**src/rtl/core/bta_pkg.sv**
```systemverilog
`timescale 1ns / 1ps

package bta_pkg;

  // Default pool geometry: 64 leaves of 1 MiB each.
  localparam int TREE_LEVELS_DEF = 6;
  localparam int LEAF_BYTES_DEF  = 1024 * 1024;

  // Fixed field widths of the stream payloads.
  localparam int REQ_SIZE_W = 32;
  localparam int OFFSET_W   = 6;
  localparam int IN_DATA_W  = 40;
  localparam int OUT_DATA_W = 8;

  // Request kinds carried on in_tuser.
  localparam logic CMD_ALLOC = 1'b0;
  localparam logic CMD_FREE  = 1'b1;

  // Commands from the controller to the datapath.
  typedef struct packed {
    logic clr_step;
    logic load;
    logic lvl_step;
    logic walk_start;
    logic descend;
    logic skip;
    logic skip_cand;
    logic mark_cand;
    logic grant_here;
    logic grant_cand;
    logic fr_apply;
    logic fr_next;
    logic push;
  } dp_cmd_t;

  // Status from the datapath to the controller.
  typedef struct packed {
    logic clr_done;
    logic is_free;
    logic req_ok;
    logic off_ok;
    logic lvl_hit;
    logic used;
    logic below;
    logic at_cand;
    logic at_leaf;
    logic leave_cand;
    logic skip_end;
    logic cand_end;
    logic out_free;
  } dp_status_t;

endpackage

```
**src/rtl/core/buddy_tree_allocator.sv**
```systemverilog
// Flow: a free checks the node store one depth at a time, a read state and then a write
// state per depth from the root to the leaf level; an allocate first finds the grant level
// and then walks the tree in preorder, reading and checking each node that it visits.
// One request at a time: the next request is taken only after the result is registered,
// and a result held back by out_tready keeps the block from taking the next one.
// Reset: synchronous, active low; afterwards a clearing pass zeroes the node store
// before the first request is taken.
`timescale 1ns / 1ps

module buddy_tree_allocator #(
  parameter int TREE_LEVELS = bta_pkg::TREE_LEVELS_DEF,
  parameter int LEAF_BYTES  = bta_pkg::LEAF_BYTES_DEF
) (
  input  logic                             clk,
  input  logic                             rst_n,
  input  logic                             in_tvalid,
  output logic                             in_tready,
  input  logic [bta_pkg::IN_DATA_W-1:0]    in_tdata,  // request_size, free_offset
  input  logic                             in_tuser,  // command
  output logic                             out_tvalid,
  input  logic                             out_tready,
  output logic [bta_pkg::OUT_DATA_W-1:0]   out_tdata  // granted, block_offset
);

  bta_pkg::dp_cmd_t    cmd;
  bta_pkg::dp_status_t status;

  bta_ctrl u_ctrl (
    .clk       (clk),
    .rst_n     (rst_n),
    .in_tvalid (in_tvalid),
    .in_tready (in_tready),
    .status    (status),
    .cmd       (cmd)
  );

  bta_dpath #(
    .TREE_LEVELS (TREE_LEVELS),
    .LEAF_BYTES  (LEAF_BYTES)
  ) u_dpath (
    .clk        (clk),
    .rst_n      (rst_n),
    .cmd        (cmd),
    .status     (status),
    .in_tuser   (in_tuser),
    .in_tdata   (in_tdata),
    .out_tvalid (out_tvalid),
    .out_tready (out_tready),
    .out_tdata  (out_tdata)
  );

endmodule

```
**src/rtl/core/bta_dpath.sv**
```systemverilog
`timescale 1ns / 1ps

module bta_dpath #(
  parameter int TREE_LEVELS = bta_pkg::TREE_LEVELS_DEF,
  parameter int LEAF_BYTES  = bta_pkg::LEAF_BYTES_DEF
) (
  input  logic                             clk,
  input  logic                             rst_n,
  input  bta_pkg::dp_cmd_t                 cmd,
  output bta_pkg::dp_status_t              status,
  input  logic                             in_tuser,
  input  logic [bta_pkg::IN_DATA_W-1:0]    in_tdata,
  output logic                             out_tvalid,
  input  logic                             out_tready,
  output logic [bta_pkg::OUT_DATA_W-1:0]   out_tdata
);

  localparam int NODE_W     = TREE_LEVELS + 1;
  localparam int NODE_SLOTS = 1 << NODE_W;
  localparam int DEP_W      = $clog2(TREE_LEVELS + 2);
  localparam int SIZE_W     = TREE_LEVELS + 32;
  localparam int OFS_W      = bta_pkg::OFFSET_W;
  localparam logic [SIZE_W-1:0] POOL_BYTES = SIZE_W'(LEAF_BYTES) << TREE_LEVELS;

  // Node store, indexed by heap number (slot 0 is never used).
  logic node_used_mem [NODE_SLOTS];

  logic [NODE_W-1:0]              clr_cnt_r;
  logic                           cmd_r;
  logic [bta_pkg::REQ_SIZE_W-1:0] size_r;
  logic [OFS_W-1:0]               off_r;
  logic [SIZE_W-1:0]              whole_r;
  logic [DEP_W-1:0]               dt_r;
  logic [DEP_W-1:0]               depth_r;
  logic [NODE_W-1:0]              idx_r;
  logic [NODE_W-1:0]              cand_r;
  logic                           rd_data_r;
  logic                           res_ok_r;
  logic [OFS_W-1:0]               res_off_r;
  logic                           out_valid_r;
  logic [bta_pkg::OUT_DATA_W-1:0] out_data_r;

  logic [SIZE_W-1:0]        size_ext;
  logic [NODE_W:0]          idx_inc;
  logic [NODE_W:0]          cand_inc;
  logic [DEP_W-1:0]         t_idx;
  logic [DEP_W-1:0]         t_cand;
  logic [NODE_W:0]          idx_tgt;
  logic [NODE_W:0]          cand_tgt;
  logic [NODE_W:0]          lv_mask;
  logic [TREE_LEVELS-1:0]   off_l;
  logic [TREE_LEVELS-1:0]   off_sh;
  logic                     aligned;
  logic [NODE_W-1:0]        fslot;
  logic [NODE_W-1:0]        gnode;
  logic [NODE_W-1:0]        gnode_sh;
  logic [OFS_W-1:0]         gnode_off;
  logic [OFS_W-1:0]         push_off;
  logic                     we;
  logic [NODE_W-1:0]        waddr;
  logic                     wdata;
  logic [NODE_W-1:0]        raddr;

  // Position of the lowest set bit; the argument is never zero.
  function automatic logic [DEP_W-1:0] ctz(input logic [NODE_W:0] v);
    logic [DEP_W-1:0] n;
    n = '0;
    for (int i = NODE_W; i >= 0; i--) begin
      if (v[i]) begin
        n = DEP_W'(i);
      end
    end
    return n;
  endfunction

  assign size_ext = SIZE_W'(size_r);

  // Preorder successor past a subtree: climb over right children, then step right.
  assign idx_inc  = {1'b0, idx_r} + 1'b1;
  assign cand_inc = {1'b0, cand_r} + 1'b1;
  assign t_idx    = ctz(idx_inc);
  assign t_cand   = ctz(cand_inc);
  assign idx_tgt  = idx_inc >> t_idx;
  assign cand_tgt = cand_inc >> t_cand;

  // The candidate subtree is finished once all bits below the candidate are ones.
  assign lv_mask = ((NODE_W + 1)'(1) << (depth_r - dt_r)) - 1'b1;

  // Free path: node at the current depth that starts at the offset.
  assign off_l   = TREE_LEVELS'({{TREE_LEVELS{1'b0}}, off_r});
  assign off_sh  = off_l << depth_r;
  assign aligned = (off_sh == '0);
  assign fslot   = (NODE_W'(1) << depth_r) | (NODE_W'(off_l) >> (TREE_LEVELS - depth_r));

  assign gnode     = cmd.grant_here ? idx_r : cand_r;
  assign gnode_sh  = gnode << (TREE_LEVELS - dt_r);
  assign gnode_off = OFS_W'({{OFS_W{1'b0}}, gnode_sh[TREE_LEVELS-1:0]});

  assign push_off = (cmd_r == bta_pkg::CMD_FREE) ? (res_ok_r ? off_r : '0) : res_off_r;

  always_comb begin
    we    = 1'b0;
    waddr = clr_cnt_r;
    wdata = 1'b0;
    if (cmd.clr_step) begin
      we = 1'b1;
    end else if (cmd.grant_here || cmd.grant_cand) begin
      we    = 1'b1;
      waddr = gnode;
      wdata = 1'b1;
    end else if (cmd.fr_apply && aligned) begin
      we    = 1'b1;
      waddr = fslot;
    end
  end

  assign raddr = (cmd_r == bta_pkg::CMD_FREE) ? fslot : idx_r;

  always_ff @(posedge clk) begin
    if (we) begin
      node_used_mem[waddr] <= wdata;
    end
    rd_data_r <= node_used_mem[raddr];
  end

  always_ff @(posedge clk) begin
    if (!rst_n) begin
      clr_cnt_r <= '0;
    end else if (cmd.clr_step) begin
      clr_cnt_r <= clr_cnt_r + 1'b1;
    end
  end

  always_ff @(posedge clk) begin
    if (cmd.load) begin
      cmd_r     <= in_tuser;
      size_r    <= in_tdata[bta_pkg::REQ_SIZE_W-1:0];
      off_r     <= in_tdata[bta_pkg::REQ_SIZE_W +: OFS_W];
      whole_r   <= POOL_BYTES;
      dt_r      <= '0;
      depth_r   <= '0;
      res_ok_r  <= 1'b0;
      res_off_r <= '0;
    end
    if (cmd.lvl_step) begin
      dt_r    <= dt_r + 1'b1;
      whole_r <= whole_r >> 1;
    end
    if (cmd.walk_start) begin
      idx_r   <= NODE_W'(1);
      depth_r <= '0;
    end
    if (cmd.mark_cand) begin
      cand_r <= idx_r;
    end
    if (cmd.descend) begin
      idx_r   <= {idx_r[NODE_W-2:0], 1'b0};
      depth_r <= depth_r + 1'b1;
    end
    if (cmd.skip) begin
      idx_r   <= idx_tgt[NODE_W-1:0];
      depth_r <= depth_r - t_idx;
    end
    if (cmd.skip_cand) begin
      idx_r   <= cand_tgt[NODE_W-1:0];
      depth_r <= dt_r - t_cand;
    end
    if (cmd.grant_here || cmd.grant_cand) begin
      res_ok_r  <= 1'b1;
      res_off_r <= gnode_off;
    end
    if (cmd.fr_apply && aligned && rd_data_r) begin
      res_ok_r <= 1'b1;
    end
    if (cmd.fr_next) begin
      depth_r <= depth_r + 1'b1;
    end
  end

  always_ff @(posedge clk) begin
    if (!rst_n) begin
      out_valid_r <= 1'b0;
    end else if (cmd.push) begin
      out_valid_r <= 1'b1;
    end else if (out_tready) begin
      out_valid_r <= 1'b0;
    end
  end

  always_ff @(posedge clk) begin
    if (cmd.push) begin
      out_data_r <= {1'b0, push_off, res_ok_r};
    end
  end

  assign out_tvalid = out_valid_r;
  assign out_tdata  = out_data_r;

  assign status.clr_done   = (clr_cnt_r == '1);
  assign status.is_free    = (cmd_r == bta_pkg::CMD_FREE);
  assign status.req_ok     = (size_r != '0) && (size_ext <= POOL_BYTES);
  assign status.off_ok     = ((off_r >> TREE_LEVELS) == '0);
  assign status.lvl_hit    = ((whole_r >> 1) < size_ext) || (whole_r == size_ext) ||
                             (dt_r == DEP_W'(TREE_LEVELS));
  assign status.used       = rd_data_r;
  assign status.below      = (depth_r < dt_r);
  assign status.at_cand    = (depth_r == dt_r);
  assign status.at_leaf    = (depth_r == DEP_W'(TREE_LEVELS));
  assign status.leave_cand = ((idx_inc & lv_mask) == '0);
  assign status.skip_end   = (idx_tgt == (NODE_W + 1)'(1));
  assign status.cand_end   = (cand_tgt == (NODE_W + 1)'(1));
  assign status.out_free   = !out_valid_r || out_tready;

endmodule

```
**src/rtl/core/bta_ctrl.sv**
```systemverilog
`timescale 1ns / 1ps

module bta_ctrl (
  input  logic                clk,
  input  logic                rst_n,
  input  logic                in_tvalid,
  output logic                in_tready,
  input  bta_pkg::dp_status_t status,
  output bta_pkg::dp_cmd_t    cmd
);

  typedef enum logic [8:0] {
    ST_CLEAR = 9'b000000001,
    ST_IDLE  = 9'b000000010,
    ST_START = 9'b000000100,
    ST_LEVEL = 9'b000001000,
    ST_READ  = 9'b000010000,
    ST_CHECK = 9'b000100000,
    ST_FRD   = 9'b001000000,
    ST_FWR   = 9'b010000000,
    ST_PUSH  = 9'b100000000
  } state_t;

  state_t state_r;
  state_t state_nxt;

  always_ff @(posedge clk) begin
    if (!rst_n) begin
      state_r <= ST_CLEAR;
    end else begin
      state_r <= state_nxt;
    end
  end

  assign in_tready = (state_r == ST_IDLE);

  always_comb begin
    state_nxt = state_r;
    cmd       = '0;
    case (state_r)
      ST_CLEAR: begin
        cmd.clr_step = 1'b1;
        if (status.clr_done) begin
          state_nxt = ST_IDLE;
        end
      end
      ST_IDLE: begin
        if (in_tvalid) begin
          cmd.load  = 1'b1;
          state_nxt = ST_START;
        end
      end
      ST_START: begin
        if (status.is_free) begin
          state_nxt = status.off_ok ? ST_FRD : ST_PUSH;
        end else begin
          state_nxt = status.req_ok ? ST_LEVEL : ST_PUSH;
        end
      end
      ST_LEVEL: begin
        if (status.lvl_hit) begin
          cmd.walk_start = 1'b1;
          state_nxt      = ST_READ;
        end else begin
          cmd.lvl_step = 1'b1;
        end
      end
      ST_READ: begin
        state_nxt = ST_CHECK;
      end
      ST_CHECK: begin
        state_nxt = ST_READ;
        if (status.below) begin
          // Above the grant level: a used node shuts off its whole subtree.
          if (status.used) begin
            cmd.skip = 1'b1;
            if (status.skip_end) begin
              state_nxt = ST_PUSH;
            end
          end else begin
            cmd.descend = 1'b1;
          end
        end else if (status.at_cand) begin
          if (status.used) begin
            cmd.skip = 1'b1;
            if (status.skip_end) begin
              state_nxt = ST_PUSH;
            end
          end else if (status.at_leaf) begin
            cmd.grant_here = 1'b1;
            state_nxt      = ST_PUSH;
          end else begin
            cmd.mark_cand = 1'b1;
            cmd.descend   = 1'b1;
          end
        end else begin
          // Inside a candidate: any used node rejects the candidate.
          if (status.used) begin
            cmd.skip_cand = 1'b1;
            if (status.cand_end) begin
              state_nxt = ST_PUSH;
            end
          end else if (!status.at_leaf) begin
            cmd.descend = 1'b1;
          end else if (status.leave_cand) begin
            cmd.grant_cand = 1'b1;
            state_nxt      = ST_PUSH;
          end else begin
            cmd.skip = 1'b1;
          end
        end
      end
      ST_FRD: begin
        state_nxt = ST_FWR;
      end
      ST_FWR: begin
        cmd.fr_apply = 1'b1;
        if (status.at_leaf) begin
          state_nxt = ST_PUSH;
        end else begin
          cmd.fr_next = 1'b1;
          state_nxt   = ST_FRD;
        end
      end
      ST_PUSH: begin
        if (status.out_free) begin
          cmd.push  = 1'b1;
          state_nxt = ST_IDLE;
        end
      end
      default: begin
        state_nxt = ST_CLEAR;
      end
    endcase
  end

endmodule

```
**config.mk**
```make
export PLATFORM = sky130hd
export DESIGN_NAME = buddy_tree_allocator
export DESIGN_NICKNAME = d
export VERILOG_FILES = /design/src/rtl/core/bta_pkg.sv /design/src/rtl/core/buddy_tree_allocator.sv /design/src/rtl/core/bta_dpath.sv /design/src/rtl/core/bta_ctrl.sv
export SDC_FILE = /design/constraint.sdc
export NUM_CORES = 1
export LEC_CHECK = 0
export BUFFER_PORTS_ARGS = -buffer_cell sky130_fd_sc_hd__buf_2
export CELL_PAD_IN_SITES_DETAIL_PLACEMENT = 2
export CELL_PAD_IN_SITES_GLOBAL_PLACEMENT = 2
export CORE_AREA = 10 10 200 202
export CTS_CLUSTER_DIAMETER = 40
export DETAILED_ROUTE_END_ITERATION = 12
export DIE_AREA = 0 0 210 212
export PLACE_DENSITY_LB_ADDON = 0.1
export SLEW_MARGIN = 5
export SYNTH_ARGS = -nofsm -noshare
export SYNTH_HDL_FRONTEND = slang
export SYNTH_HIERARCHICAL = 1
export SYNTH_SLANG_ARGS = --single-unit
```
**constraint.sdc**
```tcl
create_clock -name clk -period 9.75 [get_ports clk]
set_input_delay 0.4875 -clock clk [delete_from_list [all_inputs] [get_ports clk]]
set_output_delay 0.4875 -clock clk [all_outputs]
set_load 0.05 [all_outputs]
```
# Yosys cells after proc, flatten, opt, wreduce, memory -nomap -nowiden
# Memory sizes are Yosys's and may differ from the RTL's. A register that Yosys moved wholly into a read port is not among the register bits.
# Index checks and enable logic that the tools add are counted.
# totals
ff_bits,117
ramBits,128
input_bits,45
output_inout_bits,10
elab_cells,170
memories,1
# memory_table
memory,words,word_bits,read_ports,rd_ports_with_merged_regs,wr,line,rtl
u_dpath.node_used_mem,128,1,1,1,1,bta_dpath.sv:26,logic node_used_mem [NODE_SLOTS];
# op_classes
addsub,11
magnitude_cmp,3
n_eq_ne,20
n_shift,7
mux,93
bitwise_logic,2
reduce_logical,18
# ops
cell,count
9-bit 2-to-1 mux,17
9-bit one-hot mux with 9 select lines,1
3-bit 2-to-1 mux,23
7-bit 2-to-1 mux,9
27-bit by 32-bit equality test with 1-bit output,1
32-bit by 27-bit <= comparator with 1-bit output (second input constant),1
26-bit by 32-bit less-than comparator with 1-bit output,1
32-bit nonzero test,1
7-bit by 32-bit left shift with 6-bit output,1
6-bit by 32-bit >> shifter with 7-bit output,1
6-bit 2-to-1 mux,5
1-bit 2-to-1 mux,28
27-bit 2-to-1 mux,1
26-bit 2-to-1 mux,1
7-bit by 1-bit adder with 8-bit output (second input constant),2
8-bit by 1-bit equality test with 1-bit output (second input constant),2
8-bit by 3-bit >> shifter with 8-bit output,2
2-bit 2-to-1 mux,7
9-bit by 1-bit equality test with 1-bit output (second input constant),1
9-bit by 2-bit equality test with 1-bit output (second input constant),1
9-bit by 3-bit equality test with 1-bit output (second input constant),1
9-bit by 4-bit equality test with 1-bit output (second input constant),1
9-bit by 5-bit equality test with 1-bit output (second input constant),1
9-bit by 6-bit equality test with 1-bit output (second input constant),1
other kinds (29),44

# Longest topological paths before layout
# Gate-level depths: netlist of the first run.
# depth
ltp_word,16
mapped_depth,25
mapped_depth_nobuf,22

# Modules after synthesis
# The synthesis of the first run kept the hierarchy.
# by_module_without_submodules
mod,n_inst,cells_each,area_each_um2,seq_area_each_um2
bta_dpath,1,1342,14114.8,7016.7
bta_ctrl,1,98,733.2,180.2

# Worst setup path before layout of the first run
# No wires, ideal clock.
# synth_timing
kind,flip-flop to flip-flop
from,reg u_dpath.depth_r[0]
to,"mem u_dpath.node_used_mem[0], data pin"
setup_time_ns,0.796
arrival_ns,6.085
required_ns,8.954
setup_slack_ns,2.868
stages_incl_launch_ff,18
n_path_buf,2
period_less_slack_ns,6.882
path_cell_list,edfxtp_1 > buf_6 > inv_2 > ha_1 > inv_1 > fa_1 > clkbuf_1 > or3_1 > ha_1 > nand2b_1 > mux2_2 > a22oi_1 > o21ai_0 > o2111ai_1 > a21oi_1 > and4b_1 > nor2_1 > nor2_1
# synth_rtl
item,line,rtl
start: declaration,bta_dpath.sv:34,logic [DEP_W-1:0] depth_r;
start signal: assignment,bta_dpath.sv:158,depth_r <= depth_r + 1'b1;
start signal: assignment,bta_dpath.sv:162,depth_r <= depth_r - t_idx;
start signal: assignment,bta_dpath.sv:166,depth_r <= dt_r - t_cand;
end: declaration,bta_dpath.sv:26,

==> results.sh, run 1 <==
export IMPL_run_status="finished clean"
export IMPL_yosysTopAreaCellShare=0.4591
export IMPL_detail_route_iter0_violations=659
export IMPL_rsz0062_at_grt="no"
export IMPL_cts_inserted_buffers=44
export IMPL_via_per_inst=6.000
export IMPL_maxCapViolCount=0
export IMPL_max_slew_margin_rel=0.1379
export IMPL_cp_top_family="simple AND/OR/NAND/NOR gates"
export IMPL_grt_first_pass_wirelength_mm=76.40
export IMPL_place_worst_setup_slack_ns=3.314
export IMPL_yosys_area_share_simple=0.1833
export IMPL_dpl_instance_area_um2=15440
export IMPL_placementRows=70
export IMPL_design_core_area_um2=36080
export IMPL_totalWireLength_mm=49.51
export IMPL_post_synth_mux_area_share=0.05604
export IMPL_cts_sink_count=246
export IMPL_synth_cells=1440
export IMPL_synth_seq_area_share=0.4847
export IMPL_die_width_um=210
export IMPL_finalMaxSlewViolations=0
export IMPL_floorplan_die_height_um=212
export IMPL_regArea_um2=7197
export IMPL_post_cts_resize_count=0
export IMPL_power_frac_clock=0.495
export IMPL_critPathMaxStageDelay_ns=0.87
export IMPL_io_pins=55
export IMPL_finish_utilization=0.4678
export IMPL_groute_usage_overall=0.2195
export IMPL_cells_along_the_critical_path="inv_2, ha_1, inv_1, fa_1, xor2_1, nor2_1, nand2_1, ha_1, nand2b_1, mux2_2, a22oi_1, o21ai_0, o2111ai_1, a21oi_1, and4b_1, or2_2, nor3_2, a32oi_1, o22ai_2, nand3b_1, nor2_1"
export IMPL_grt_start_max_net_pins=71
export IMPL_vias=11880
export IMPL_area_growth_pct=13.68
export IMPL_crit_path_max_delay_cell_type="nand3b_1"
export IMPL_cp_data_required_time_ns=9.99
export IMPL_syn_cell_area_um2=14850
export IMPL_synth_distinct_cells=105
export IMPL_p_sw_w=0.0008379
export IMPL_ctsLongestPathBuffers=3
export IMPL_synth_seq_cells=246
export IMPL_ys_warn_count=6
export IMPL_fmax_ghz=0.1524
export IMPL_clk_latency_ns=0.58
export IMPL_detail_route_drc_violations=0
export IMPL_synthXorXnorAreaFrac=0.03059
export IMPL_ys_dominant_reg_cell="edfxtp_1"
export IMPL_numPlacedInstances=1899
export IMPL_critPathLaunchType="flop"
export IMPL_routed_wire_length_per_instance_um=25.00
export IMPL_min_period_ns=6.564
export IMPL_worst_pin_slew_ns=1.293
export IMPL_worst_clock_skew_ns=0.03124
export IMPL_gp_congestion=0.8190
export IMPL_synth_largest_area_cell="edfxtp_1"
export IMPL_synth_compound_area_frac=0.1596
export IMPL_post_route_cells_drive_above_1_share=0.1448
export IMPL_first_pass_iters=5
export IMPL_synth_commonest_cells="edfxtp_1 (227), nor2_1 (203), nand2_1 (94)"
export IMPL_largest_family_of_logic_cells_by_synthesized_area="simple AND/OR/NAND/NOR gates"
export IMPL_power_frac_comb=0.111
export IMPL_clk_pin_slew_ns=0.05
export IMPL_critPathCaptureType="flop"
export IMPL_sum_neg_setup_slack_ns=0
export IMPL_seq_power_share=0.395
export IMPL_nFillCells=3768
export IMPL_multi_input_area_um2=7018
export IMPL_placement_io_buffers=51
export IMPL_ctsHtreeMaxLevel=2
export IMPL_initial_utilization=0.4115
export IMPL_post_cts_hold_buffer_count=0
export IMPL_cts_setup_buffers=0
export IMPL_clock_tree_root_cell="clkbuf_16"
export IMPL_worstHoldPathType="in -> reg"
export IMPL_power_density_nw_per_um2=180.7
export IMPL_finalInstanceArea_um2=16880
export IMPL_top_cells_by_area_synth="edfxtp_1 (46%), nor2_1 (5.1%), ha_1 (3.7%)"
export IMPL_synth_edf_count=227
export IMPL_cts_tree="done"
export IMPL_synth_adder_area_share=0.04112
export IMPL_place_detailed_hpwl_mm=32.88
export IMPL_cell_with_the_most_instances_after_synthesis="edfxtp_1"
export IMPL_post_layout_nonfiller_instances=1980
export IMPL_timing_critical_path_arrival_ns=6.80
export IMPL_fin_nets=1569
export IMPL_n_antenna_cell=0
export IMPL_die_area_um2=44520
export IMPL_mappedNetlistNets=1532
export IMPL_setup_worst_path_class="reg -> reg"
export IMPL_p_int_w=0.002213
export IMPL_crit_buf_inv=2
export IMPL_power_static_leakage_nw=5.965
export IMPL_cp_max_fo=20
export IMPL_detail_route_antenna_nets=0
export IMPL_syn_area_per_cell_um2=10.31
export IMPL_ys_async_sr_fraction=0
export IMPL_period_share=0.6732
export IMPL_grt_ovfl_total=0
export IMPL_worst_slack_ns=3.186
export IMPL_ir_drop_v=0.0001489
export IMPL_p_sw_frac=0.2746
export IMPL_number_of_failing_hold_endpoints_at_the_final_stage=0
export IMPL_vias_in_the_first_global_route=13050
export IMPL_finalSetupViolations=0
export IMPL_grt_antenna_before_repair=0
placed cells by master (no fill, tap or decap), types with 7 or more instances in the layout:
cell,Yosys,layout
a22o_1,7,7
nand3_1,41,41
a21boi_0,7,7
o31ai_1,7,7
buf_2,23,51
a221oi_1,21,21
nor2_1,203,202
xnor2_1,25,25
nand4_1,16,16
mux2i_1,55,55
o22ai_1,17,17
and2_1,43,42
a211oi_1,10,10
a21oi_1,60,60
a31oi_1,18,18
nor2b_1,23,22
nand2_1,94,94
and3_1,12,12
clkinv_2,0,8
clkbuf_1,31,9
inv_6,0,7
inv_1,65,65
nor3_1,21,21
o21ai_0,49,49
nand2b_1,22,22
buf_4,13,18
nor2_2,11,11
edfxtp_1,227,227
clkbuf_16,0,44
a22oi_1,17,17
xor2_1,25,25
a21o_1,14,14
dfxtp_1,19,19
mux2_2,19,19
ha_1,44,44
nor4_1,15,15
metal layers:
| metal | vias up | wire length [µm] | track usage |
|---|---|---|---|
| met5 | - | 0 | 0 |
| met2 | 268 | 24890 | 0.3859 |
| li1 | 5433 | - | - |
| met1 | 6096 | 21320 | 0.2702 |
| met4 | 0 | 1215 | 0.07293 |
| met3 | 83 | 2081 | 0.03228 |
cells by family after synthesis:
group	Yosys count
xor+xnor	51
fa+ha+maj	47
compound gates	326
flops	246
buf+inv	144
simple gates	547
mux	77
other cells	2
power by group through the flow:
stage	sequential (W)	combinational [W]	clock [W]
final	0.00120	0.000338	0.00151
after global placement	0.00122	0.000323	0
after CTS	0.00120	0.000338	0.00154
after global routing	0.00121	0.000368	0.00159
after detailed placement	0.00122	0.000334	0
after floorplan	0.00122	0.000223	0
worst reg2reg max path, cell delays in order, from the launching register on:
cell and delay (ns):
edfxtp_1 0.68, inv_2 0.33, ha_1 0.19, inv_1 0.06, fa_1 0.37, xor2_1 0.50, nor2_1 0.09, nand2_1 0.10
ha_1 0.23, nand2b_1 0.11, mux2_2 0.27, a22oi_1 0.13, o21ai_0 0.10, o2111ai_1 0.14, a21oi_1 0.13, and4b_1 0.31
or2_2 0.40, nor3_2 0.32, a32oi_1 0.19, o22ai_2 0.30, nand3b_1 0.87, nor2_1 0.43
registers in the layout (all words and copies together) (netlist names):
signal and flops:
u_dpath/dt_r 3, u_dpath/off_l 6, u_dpath/depth_r 3, u_dpath/whole_r 27, u_dpath/res_off_r 6, u_dpath/idx_r 7, u_dpath/node_used_mem 128, u_ctrl/state_r 9
u_dpath/out_tdata 7, u_dpath/out_tvalid 1, u_dpath/cmd_r 1, u_dpath/res_ok_r 1, u_dpath/clr_cnt_r 7, u_dpath/size_r 32, u_dpath/rd_data_r 1, u_dpath/cand_r 7
final timing paths:
check             cells past startpoint  slack [ns]                             endpoint                           start
setup / recovery                     21        3.19  u_dpath/node_used_mem[26]$_DFFE_PP_    u_dpath/depth_r[0]$_DFFE_PP_
hold / removal                        1        0.09         u_dpath/size_r[16]$_DFFE_PP_                    in_tdata[16]
setup reg to reg                     21        3.19  u_dpath/node_used_mem[26]$_DFFE_PP_    u_dpath/depth_r[0]$_DFFE_PP_
hold reg to reg                       1        0.57       u_ctrl/state_r[7]$_SDFFE_PN0P_  u_ctrl/state_r[6]$_SDFFE_PN0P_
stage by stage:
stage	total power [W]	hold slack (ns)
global route	0.003165	0.07205
CTS	0.003085	0.06008
floorplan	0.001443	0.4206
finish	0.003051	0.09097
global placement	0.001545	0.5160
detailed placement	0.001558	0.5591
cell type report:
| class | instances | area share |
|---|---|---|
| Sequential cell | 246 | 0.4264 |
| Multi-Input combinational cell | 1050 | 0.4158 |
| Clock buffer | 54 | 0.06805 |
| Tap cell | 468 | 0.03469 |
| Timing Repair Buffer | 69 | 0.02313 |
| Clock inverter | 27 | 0.01734 |
| Inverter | 66 | 0.01468 |
Power figures use the tool's default switching activity.
==> run 2: changes to the inputs <==
==> constraint.sdc (replaced) <==
create_clock -name clk -period 6.75 [get_ports clk]
set_input_delay 0.3375 -clock clk [delete_from_list [all_inputs] [get_ports clk]]
set_output_delay 0.3375 -clock clk [all_outputs]
set_load 0.05 [all_outputs]
==> run 2 against run 1 <==
Maximum frequency up 9.5%. Cell count up 2.4%. Highest routed layer unchanged. Global-route usage up 1.7 points. Sequential power up 45%. Critical endpoint is now u_dpath/node_used_mem[93]$_DFFE_PP_. Clock power up 41%. Clock-buffer cell count down 2.
==> results.sh, run 2 (synthesis results as in run 1) <==
export IMPL_clk_latency_ns=0.56
export IMPL_cp_max_fo=16
export IMPL_first_pass_iters=5
export IMPL_worst_r2r_endpoint="u_dpath/node_used_mem[93]$_DFFE_PP_"
export IMPL_placement_io_buffers=51
export IMPL_power_static_leakage_nw=6.136
export IMPL_power_density_nw_per_um2=254.1
export IMPL_largest_register="u_dpath/node_used_mem"
export IMPL_fin_nets=1618
export IMPL_finalMaxSlewViolations=0
export IMPL_max_slew_margin_rel=0.1586
export IMPL_cts_inserted_buffers=45
export IMPL_post_route_cells_drive_above_1_share=0.1450
export IMPL_sum_neg_setup_slack_ns=0
export IMPL_gp_congestion=0.8184
export IMPL_grt_antenna_before_repair=0
export IMPL_nFillCells=3701
export IMPL_detail_route_drc_violations=0
export IMPL_largest_register_ffs=128
export IMPL_place_detailed_hpwl_mm=33.91
export IMPL_placementRows=70
export IMPL_die_width_um=210
export IMPL_min_period_ns=5.992
export IMPL_cts_tree="done"
export IMPL_groute_usage_overall=0.2363
export IMPL_detail_route_antenna_nets=0
export IMPL_via_per_inst=5.979
export IMPL_cells_along_the_critical_path="inv_2, ha_1, inv_1, fa_1, xor2_1, or3_1, ha_1, nand2b_1, mux2_2, a22oi_1, o21ai_0, o2111ai_1, a21oi_1, and4b_1, or2_2, nor3_2, a32oi_1, o22ai_2, or3b_1, nor2_1"
export IMPL_finish_utilization=0.4796
export IMPL_rr_startpoint="u_dpath/depth_r[0]$_DFFE_PP_"
export IMPL_initial_utilization=0.4115
export IMPL_critPathCaptureType="flop"
export IMPL_totalWireLength_mm=53.01
export IMPL_die_area_um2=44520
export IMPL_hold_start="in_tvalid"
export IMPL_critPathMaxStageDelay_ns=0.83
export IMPL_setup_worst_path_class="reg -> reg"
export IMPL_layout_top_registers="u_dpath/node_used_mem (128), u_dpath/size_r (32), u_dpath/whole_r (27)"
export IMPL_grt_start_max_net_pins=129
export IMPL_maxCapViolCount=0
export IMPL_timing_reg2reg_setup_slack_ns=0.76
export IMPL_worst_clock_skew_ns=0.02117
export IMPL_worstHoldPathType="in -> reg"
export IMPL_critPathLaunchType="flop"
export IMPL_run_status="finished clean"
export IMPL_crit_path_max_delay_cell_type="or3b_1"
export IMPL_layout_cells_most_common="edfxtp_1"
export IMPL_clk_pin_slew_ns=0.05
export IMPL_io_pins=55
export IMPL_worst_slack_ns=0.7582
export IMPL_crit_path_frequent_cell="ha_1"
export IMPL_number_of_failing_hold_endpoints_at_the_final_stage=0
export IMPL_ir_drop_v=0.0002569
export IMPL_number_of_cells_on_the_worst_hold_path=3
export IMPL_grt_first_pass_wirelength_mm=81.93
export IMPL_grt_ovfl_total=0
export IMPL_ctsHtreeMaxLevel=2
export IMPL_ctsLongestPathBuffers=3
export IMPL_design_core_area_um2=36080
export IMPL_cp_data_required_time_ns=6.99
export IMPL_timing_reg2reg_worst_path_depth=20
export IMPL_floorplan_die_height_um=212
export IMPL_fmax_ghz=0.1669
export IMPL_period_share=0.8877
export IMPL_place_worst_setup_slack_ns=0.8170
export IMPL_cts_sink_count=246
export IMPL_clock_tree_root_cell="clkbuf_16"
export IMPL_vias_in_the_first_global_route=13390
export IMPL_hold_end="u_ctrl/state_r[1]$_SDFFE_PN0P_"
export IMPL_rsz0062_at_grt="no"
export IMPL_area_growth_pct=16.57
export IMPL_layout_cells_most_common_list="edfxtp_1 (227), nor2_1 (202), nand2_1 (94)"
export IMPL_routed_wire_length_per_instance_um=26.14
export IMPL_timing_critical_path_arrival_ns=6.23
export IMPL_vias=12130
export IMPL_worst_pin_slew_ns=1.252
export IMPL_detail_route_iter0_violations=755
export IMPL_finalSetupViolations=0
-- run 2: worst max path at each step --
stage                                       startpoint  cells past startpoint                                  end  slack (ns)
after global placement    u_dpath/depth_r[0]$_DFFE_PP_                     20  u_dpath/node_used_mem[21]$_DFFE_PP_        1.08
after detailed placement  u_dpath/depth_r[0]$_DFFE_PP_                     20  u_dpath/node_used_mem[93]$_DFFE_PP_        0.82
after global routing      u_dpath/depth_r[0]$_DFFE_PP_                     21  u_dpath/node_used_mem[99]$_DFFE_PP_        0.38
final                     u_dpath/depth_r[0]$_DFFE_PP_                     20  u_dpath/node_used_mem[93]$_DFFE_PP_        0.76
after floorplan           u_dpath/depth_r[0]$_DFFE_PP_                     17   u_dpath/node_used_mem[0]$_DFFE_PP_        1.24
after CTS                 u_dpath/depth_r[0]$_DFFE_PP_                     20  u_dpath/node_used_mem[93]$_DFFE_PP_        0.83
-- run 2: timing repair --
item	4_1_cts	5_1_grt
endpoints found under the hold margin	39	0
resized for setup	0	0
hold buffers	39	0
setup buffers	0	0
setup endpoints to repair	0	0
-- run 2: layer usage --
layer / track usage / part of all wire
met5: 0 / 0
met4: 0.06450 / 0.024
met3: 0.03698 / 0.040
met2: 0.4161 / 0.51
met1: 0.2940 / 0.43
-- run 2: report_power, final --
| part | total, W | internal (W) | leakage, nW | switching (W) |
|---|---|---|---|---|
| logic | 0.000525 | 0.000174 | 3.18 | 0.000351 |
| registers | 0.00174 | 0.00170 | 2.28 | 0.0000434 |
| clock network | 0.00213 | 0.00131 | 0.672 | 0.000822 |
| total | 0.00440 | 0.00318 | 6.14 | 0.00122 |
-- run 2: layout make-up --
type	instances	area (µm²)	area share
Clock inverter	28	244.0	0.01410
Tap cell	468	585.6	0.03383
Sequential cell	246	7197	0.4158
Timing Repair Buffer	117	860.8	0.04974
Antenna cell	1	2.502	0.0001446
Clock buffer	52	1152	0.06658
Multi-Input combinational cell	1050	7018	0.4055
Inverter	66	247.7	0.01431
-- run 2: through the flow --
step	hold slack [ns]	cell area [µm²]	total power (W)	cells
global route	0.1223	17310	0.004549	2027
global placement	0.5108	15520	0.002244	1908
detailed placement	0.5160	15520	0.002266	1908
floorplan	0.4206	14850	0.002085	1440
finish	0.1040	17310	0.004399	2028
CTS	0.08187	17310	0.004411	2027
-- run 2: critical path, delay by kind of cell, from the launching register on --
kind            cells  cell delay [ns]
fa+ha+maj           3             0.77
compound gates      6             1.01
mux                 1             0.27
flops               1             0.40
simple gates        7             2.46
xor+xnor            1             0.50
buf+inv             2             0.28
